==> src/assert_macros.svh <==
// Assertion macros shared by the defective pixel correction RTL.
// Every macro samples on the rising edge of clk and is disabled while rst_n is low.
`ifndef ASSERT_MACROS_SVH
`define ASSERT_MACROS_SVH

// Plain clocked property.
`define DPNA_ASSERT(label, prop, msg) \
  label: assert property (@(posedge clk) disable iff (!rst_n) prop) \
    else $error(msg);

// Same-cycle implication.
`define DPNA_ASSERT_IMPL(label, ante, cons, msg) \
  `DPNA_ASSERT(label, ante |-> cons, msg)

// Next-cycle implication.
`define DPNA_ASSERT_NEXT(label, ante, cons, msg) \
  `DPNA_ASSERT(label, ante |=> cons, msg)

`endif

==> src/dpna_pkg.sv <==
// Types, constants and the reciprocal table of the defective pixel correction block.
// Depends on nothing; used by every module of the block.
package dpna_pkg;

  localparam int PIX_W      = 9;
  localparam int ROW_W      = 12;
  localparam int COL_OUT_W  = 10;
  localparam int ROWS_CFG_W = 13;
  localparam int COLS_CFG_W = 11;
  localparam int CFG_IDX_W  = 4;
  localparam int CFG_DATA_W = 13;
  localparam int ROW_LIMIT  = 4096;

  // 3x3 window, entry index is row * 3 + column, column 2 is the newest.
  localparam int WIN_N = 9;
  localparam int WIN_UP_NEW   = 2;
  localparam int WIN_CENTER   = 4;
  localparam int WIN_MID_NEW  = 5;
  localparam int WIN_BOT_PREV = 7;
  localparam int WIN_BOT_NEW  = 8;

  localparam int SUM_W   = 12;
  localparam int CNT_W   = 4;
  localparam int RECIP_W = 16;

  localparam logic [CFG_IDX_W-1:0] CFG_IMAGE_ROWS    = 4'd0;
  localparam logic [CFG_IDX_W-1:0] CFG_IMAGE_COLUMNS = 4'd1;

  // Result slots of one input pixel, in emission order.
  localparam int RES_N = 4;
  localparam logic [1:0] RES_CENTER   = 2'd0;
  localparam logic [1:0] RES_RIGHT    = 2'd1;
  localparam logic [1:0] RES_BOTTOM   = 2'd2;
  localparam logic [1:0] RES_LAST     = 2'd3;

  typedef logic signed [PIX_W-1:0] pix_t;
  typedef pix_t [WIN_N-1:0] win_t;
  typedef logic [RES_N-1:0] pend_t;

  typedef enum logic [2:0] {
    ST_IDLE,
    ST_READ,
    ST_SUM,
    ST_DIV,
    ST_EMIT
  } state_t;

  // floor(2^16 / n), one below for n = 1, zero above 8; the quotient is corrected upward.
  function automatic logic [RECIP_W-1:0] recip(input logic [CNT_W-1:0] n);
    logic [RECIP_W-1:0] m;
    case (n)
      4'd1: m = 16'hFFFF;
      4'd2: m = 16'd32768;
      4'd3: m = 16'd21845;
      4'd4: m = 16'd16384;
      4'd5: m = 16'd13107;
      4'd6: m = 16'd10922;
      4'd7: m = 16'd9362;
      4'd8: m = 16'd8192;
      default: m = '0;
    endcase
    return m;
  endfunction

endpackage

==> src/dpna_mean.sv <==
// Mean of the strictly positive pixels of a 3x3 window, two register stages deep.
// Uses dpna_pkg for the window type and the reciprocal table.
module dpna_mean import dpna_pkg::*; (
  input  logic clk,
  input  win_t win,
  output pix_t mean
);

  logic [SUM_W-1:0] sum_nxt, sum_r, sum2_r;
  logic [CNT_W-1:0] cnt_nxt, cnt_r, cnt2_r;
  logic [SUM_W+RECIP_W-1:0] prod;
  logic [SUM_W-1:0] q_r, qp1, mean_w;
  logic [SUM_W+CNT_W-1:0] chk;

  always_comb begin
    sum_nxt = '0;
    cnt_nxt = '0;
    for (int i = 0; i < WIN_N; i++) begin
      if (!win[i][PIX_W-1] && (win[i] != '0)) begin
        sum_nxt = sum_nxt + SUM_W'(win[i][PIX_W-2:0]);
        cnt_nxt = cnt_nxt + CNT_W'(1);
      end
    end
  end

  // Quotient by reciprocal, may come out one low.
  assign prod = {{RECIP_W{1'b0}}, sum_r} * {{SUM_W{1'b0}}, recip(cnt_r)};

  always_ff @(posedge clk) begin
    sum_r  <= sum_nxt;
    cnt_r  <= cnt_nxt;
    sum2_r <= sum_r;
    cnt2_r <= cnt_r;
    q_r    <= prod[SUM_W+RECIP_W-1:RECIP_W];
  end

  assign qp1 = q_r + SUM_W'(1);
  assign chk = {{CNT_W{1'b0}}, qp1} * {{SUM_W{1'b0}}, cnt2_r};

  always_comb begin
    if (cnt2_r == '0) begin
      mean_w = '0;
    end else if (chk <= {{CNT_W{1'b0}}, sum2_r}) begin
      mean_w = qp1;
    end else begin
      mean_w = q_r;
    end
  end

  assign mean = pix_t'({1'b0, mean_w[PIX_W-2:0]});

endmodule

==> config.mk <==
export PLATFORM = sky130hd
export DESIGN_NAME = dpna_mean
export DESIGN_NICKNAME = d
export VERILOG_FILES = /design/src/assert_macros.svh /design/src/dpna_pkg.sv /design/src/dpna_mean.sv
export SDC_FILE = /design/constraint.sdc
export NUM_CORES = 1
export LEC_CHECK = 0
export ABC_AREA = 1
export BUFFER_PORTS_ARGS = -buffer_cell sky130_fd_sc_hd__clkbuf_2
export CORE_ASPECT_RATIO = 2
export CORE_MARGIN = 5
export CORE_UTILIZATION = 58
export DETAILED_ROUTE_END_ITERATION = 12
export GPL_TIMING_DRIVEN = 1
export PLACE_DENSITY = 0.83
export SLEW_MARGIN = 40
export SYNTH_ARGS = -nofsm -noshare
export SYNTH_HDL_FRONTEND = slang
export SYNTH_SLANG_ARGS = --single-unit
==> constraint.sdc <==
create_clock -name clk -period 10.65 [get_ports clk]
set_input_delay 2.13 -clock clk [delete_from_list [all_inputs] [get_ports clk]]
set_output_delay 2.13 -clock clk [all_outputs]
set_load 0.01 [all_outputs]
==> reports/metrics.cfg, run 1 <==
[cells_and_area]
drive_gt1_share_pct = 26.4
nNetsFinal = 3054
final_cells = 2954
fillers = 1858
synthToLayoutAreaGrowth_pct = 30.1
diodes = 0

[critical_path]
arrival_ns = 11.25
r2r_slack_ns = 4.93
critPathMaxFanout = 4
startpoint_type = input port
crit_required_ns = 10.85
cpMaxStageDelayCell = ha_1
path_common_cell = nand2_1
cpPeakStageDelay_ns = 0.39
r2r_end = q_r[9]
path_class = in2reg
cp_top_family = simple AND/OR/NAND/NOR gates
path_depth = 64
rr_worst_depth = 19
crit_buf_inv = 11
worst_setup_path_end_kind = flip-flop

[placement]
dp_cells = 2904
pre_cts_slack_ns = -1.26
gp_congestion = 1.01
dp_hpwl_um = 42500
portBuffers = 89

[synthesis]
synthCells = 2264
syn-num-nets = 2705
ys_seq_area_share_pct = 7.28
synth-async-reset-ratio_pct = 0
synth_cell_types = 44
synth_edf_count = 0
yosysWarnings = 0
synth.avg_cell_area_sq_um = 6.68
syn_area_sq_um = 15100
ys_ff_latch = 55
ys.flop_type = dfxtp_1

[worst_hold_path]
hold_start = cnt_r[3]
whs_endpoint = cnt2_r[3]
worstHoldPathType = reg2reg
min_path_cells = 0

[sta]
fin_crit_ns = 11.05
slew_headroom_pct = 33.8
rsz0062_at_grt = true
timing.final.hold_violations = 0
slew_viol_final = 0
tightest_slew_ns = 0.991
hold_slack_ns = 0.329
fmax_ghz = 0.0905
setup_ws_ns = -0.399
finClkSkew_ns = 0.0142
setup_viol = 4
fin_crit_sh_pct = 104

[routing]
drc = 0
dr_wl_met3_um = 4010
drt-initial-drc-count = 1235
highest_layer = met4
route.met2.wl_um = 28600
met1_length_um = 16600
drtPass1Iterations = 5
vias = 17027
routed_wl_um = 56800
routed_via_density = 5.76
ant_nets = 0
wl_per_cell_um = 19.2

[clock_tree]
clkLatencyLatePin_ns = 0.31
cts_buffer_depth = 2
cts.sinks = 55
cts_root_buf = clkbuf_16
cts_tree = yes
clkSlewWorstSetupHoldPaths_ns = 0.08
ctsHoldBuffers = 0
ctsHtreeMaxLevel = 2
numCtsBuffers = 5

[global_route]
grt_remaining_overflow = 0
grt_pass1_vias = 17752
grt_pass1_wl_um = 84000
grt_max_degree = 23
grt_antenna_before_repair = 0
global_route.usage.total_pct = 36.8

[run_status]
status = finished, violations left
violations = negative setup slack

[die]
core_area_sq_um = 25800
ioPinCount = 91
chipHeight_um = 238
die_x_um = 124
start_util_pct = 58.7
placementRows = 83
die-area_sq_um = 29600

[run]
maxCapViolations = 0

## metal layers
metal  vias to the layer above  track usage (%)
met2                       920             65.8
li1                       7709                -
met4                         0             38.0
met3                       458             9.63
met5                         -                0
met1                      7940             30.3
## timing repair
item                       4_1_cts  5_1_grt
setup endpoints to repair        6        6
buffers inserted                24       18
resized for setup              156      150
pin swaps                       49       92
## worst max path at each step
stage	startpoint	end	slack [ns]
floorplan	win[7]	sum_r[11]	0.01
global placement	win[7]	sum_r[11]	-1.12
global route	win[4]	sum_r[11]	-0.77
CTS	win[1]	sum_r[11]	0.001
detailed placement	win[7]	sum_r[11]	-1.26
finish	win[4]	sum_r[11]	-0.40
## logic make-up after synthesis
kind of cell | share of synthesized area [%]
simple gates | 27.9
fa+ha+maj | 38.0
buf+inv | 13.5
other cells | 0.0248
xor+xnor | 4.05
flops | 7.28
compound gates | 9.20
## metrics by stage
step | setup TNS [ns] | instance area [sq um] | util (%)
finish | -0.908 | 19700 | 76.4
global placement | -4.38 | 17800 | 69.1
detailed placement | -5.29 | 17800 | 69.1
global route | -2.69 | 19700 | 76.4
CTS | 0 | 18800 | 73.1
floorplan | 0 | 15200 | -
## synth_stat cells, types with 12 or more instances
cell type,count,share of area (%)
xnor2_1,28,1.6
dfxtp_1,55,7.3
nand2_1,582,14
xor2_1,42,2.4
inv_1,488,12
o21ai_0,68,2.3
ha_1,192,16
nand2_2,12,0.50
a21oi_1,118,3.9
and2_1,17,0.70
clkbuf_1,36,0.89
nor2_1,143,3.5
nor3_1,19,0.63
o21bai_1,12,0.60
nor4_1,15,0.62
nand4_1,17,0.70
fa_1,167,22
nand3_1,137,4.5
or2_2,29,1.2
## placed cells by master (no fill, tap or decap), types with 60 or more instances in the layout
cell      count
ha_1        143
clkbuf_2     86
nor2_1      136
nand2_2      60
nand2_1     533
fa_1        163
buf_4       300
nand3_1     123
inv_1       473
a21oi_1      73
## final cells by class
type / instances / area (sq um) / area share [%]
timing repair buffer: 390 / 2730 / 13.9
inverter: 493 / 1850 / 9.42
sequential: 55 / 1100 / 5.60
multi-input combinational: 1668 / 13400 / 68.1
tap: 340 / 425 / 2.16
clock buffer: 5 / 125 / 0.636
clock inverter: 3 / 33.8 / 0.172
Power of run 1 is left out: the tool's default activity adds up to more than one toggle a clock period on the data nets, which glitch-free logic cannot reach.
==> run 2, diff against run 1 <==
--- a/config.mk
+++ b/config.mk
@@ -12,7 +12,7 @@
 export CORE_UTILIZATION = 58
 export DETAILED_ROUTE_END_ITERATION = 12
 export GPL_TIMING_DRIVEN = 1
-export PLACE_DENSITY = 0.83
+export PLACE_DENSITY_LB_ADDON = 0.2
 export SLEW_MARGIN = 40
 export SYNTH_ARGS = -nofsm -noshare
 export SYNTH_HDL_FRONTEND = slang
==> reports/metrics.cfg, run 2 (synthesis gave the netlist of run 1 again) <==
[run_status]
status = finished, violations left
violations = negative setup slack

[die]
placementRows = 83  ; unchanged
die_x_um = 124  ; unchanged
chipHeight_um = 238  ; unchanged
start_util_pct = 58.7  ; unchanged
ioPinCount = 91  ; unchanged
die-area_sq_um = 29600  ; unchanged
core_area_sq_um = 25800  ; unchanged

[routing]
drt-initial-drc-count = 989  ; -20%
drtPass1Iterations = 7  ; +2
routed_via_density = 5.68  ; -1.4%
vias = 17123  ; +0.56%
ant_nets = 0  ; unchanged
routed_wl_um = 59200  ; +4.3%
drc = 0  ; unchanged
wl_per_cell_um = 19.6  ; +2.2%

[placement]
dp_cells = 2918  ; +0.48%
portBuffers = 89  ; unchanged
post_dp_cell_area_sq_um = 17900  ; +0.59%
dp_hpwl_um = 42500  ; about the same
gp_congestion = 1.02  ; +1.4%

[cells_and_area]
multi_input_area_sq_um = 14000  ; +4.2%
final_cells = 3013  ; +2.0%
synthToLayoutAreaGrowth_pct = 37.0
drive_gt1_share_pct = 30.9  ; +4.4 points
regArea_sq_um = 1100  ; unchanged
nNetsFinal = 3113  ; +1.9%
final_cell_mix = nand2_1, inv_1, buf_4
fillers = 1829  ; -1.6%
fin_util_pct = 80.5  ; +4.1 points
final_cell_area_sq_um = 20700  ; +5.4%
diodes = 0  ; unchanged
layout_commonest_cell = nand2_1

[critical_path]
rr_worst_depth = 19  ; unchanged
cpMaxStageDelayCell = fa_2
path_common_cell = ha_4
startpoint_type = input port
worst_setup_path_end_kind = flip-flop
crit_required_ns = 10.86  ; about the same
arrival_ns = 11.47  ; +0.22 ns
cpPeakStageDelay_ns = 0.58  ; +0.19 ns
path_class = in2reg
critPathMaxFanout = 6  ; +2

[sta]
rsz0062_at_grt = true
fmax_ghz = 0.0888  ; -1.8%
finClkSkew_ns = 0.0142  ; -0.00000390 ns
slew_viol_final = 0  ; unchanged
tightest_slew_ns = 0.923  ; -0.0682 ns
fin_crit_sh_pct = 106  ; +1.9 points
setup_viol = 5  ; +1
fin_crit_ns = 11.26  ; +0.207 ns
slew_headroom_pct = 38.3  ; +4.5 points
timing.final.hold_violations = 0  ; unchanged
setup_ws_ns = -0.606  ; -0.207 ns

[worst_hold_path]
worstHoldPathType = reg2reg
min_path_cells = 0  ; unchanged

[clock_tree]
ctsHtreeMaxLevel = 2  ; unchanged
cts_root_buf = clkbuf_16
clkLatencyLatePin_ns = 0.31  ; about the same
numCtsBuffers = 5  ; unchanged
ctsHoldBuffers = 0  ; unchanged
clkSlewWorstSetupHoldPaths_ns = 0.08  ; about the same
cts_tree = yes
cts_buffer_depth = 2  ; unchanged
cts.sinks = 55  ; unchanged

[global_route]
grt_remaining_overflow = 0  ; unchanged
grt_max_degree = 23  ; unchanged
global_route.usage.total_pct = 36.1  ; -0.76 points
grt_antenna_before_repair = 1  ; +1
grt_pass1_wl_um = 82300  ; -2.0%
grt_pass1_vias = 17163  ; -3.3%

[run]
maxCapViolations = 0  ; unchanged

-- run 2: repair_timing --
action	4_1_cts	5_1_grt
pin swaps	64	176
setup endpoints to repair	6	7
buffers inserted	60	31
gates resized for setup	169	267
-- run 2: path summary, 6_finish.rpt --
check / startpoint / to / slack [ns]
worst max-delay path: win[2] / sum_r[11] / -0.61
worst min-delay path: cnt_r[3] / cnt2_r[3] / 0.33
worst max register to register: flip-flop / q_r[9] / 5.19
worst min register to register: cnt_r[3] / cnt2_r[3] / 0.33
-- run 2: metal layers --
metal | track usage (%) | vias to the layer above | wire length, um
met2 | 67.4 | 849 | 30200
met3 | 5.98 | 497 | 3780
met5 | 0 | - | 12
li1 | - | 7832 | -
met4 | 36.1 | 2 | 8320
met1 | 29.6 | 7943 | 16900
-- run 2: critical path: cells and delay by family --
| family | cells | cell delay [ns] |
|---|---|---|
| simple gates | 26 | 3.19 |
| fa+ha+maj | 9 | 2.74 |
| compound gates | 15 | 2.12 |
| buf+inv | 12 | 0.95 |
| xor+xnor | 2 | 0.32 |
-- run 2: stage by stage --
step | setup TNS [ns] | hold WS [ns] | worst slack (ns)
2_1_floorplan | 0 | 0.310 | 0.00984
3_3_place_gp | -5.16 | 0.310 | -1.25
3_5_place_dp | -6.10 | 0.312 | -1.38
4_1_cts | -0.0118 | 0.330 | -0.0118
5_1_grt | -3.47 | 0.349 | -0.940
6_report | -1.91 | 0.331 | -0.606
-- run 2: layout make-up --
cell class	instances	share of cell area (%)
inverters	493	8.95
repair buffers	449	15.5
clock inverters	3	0.139
multi-input cells	1668	67.4
well taps	340	2.05
flip-flops and latches	55	5.31
clock buffers	5	0.604
Power of run 2 is left out for the same reason.
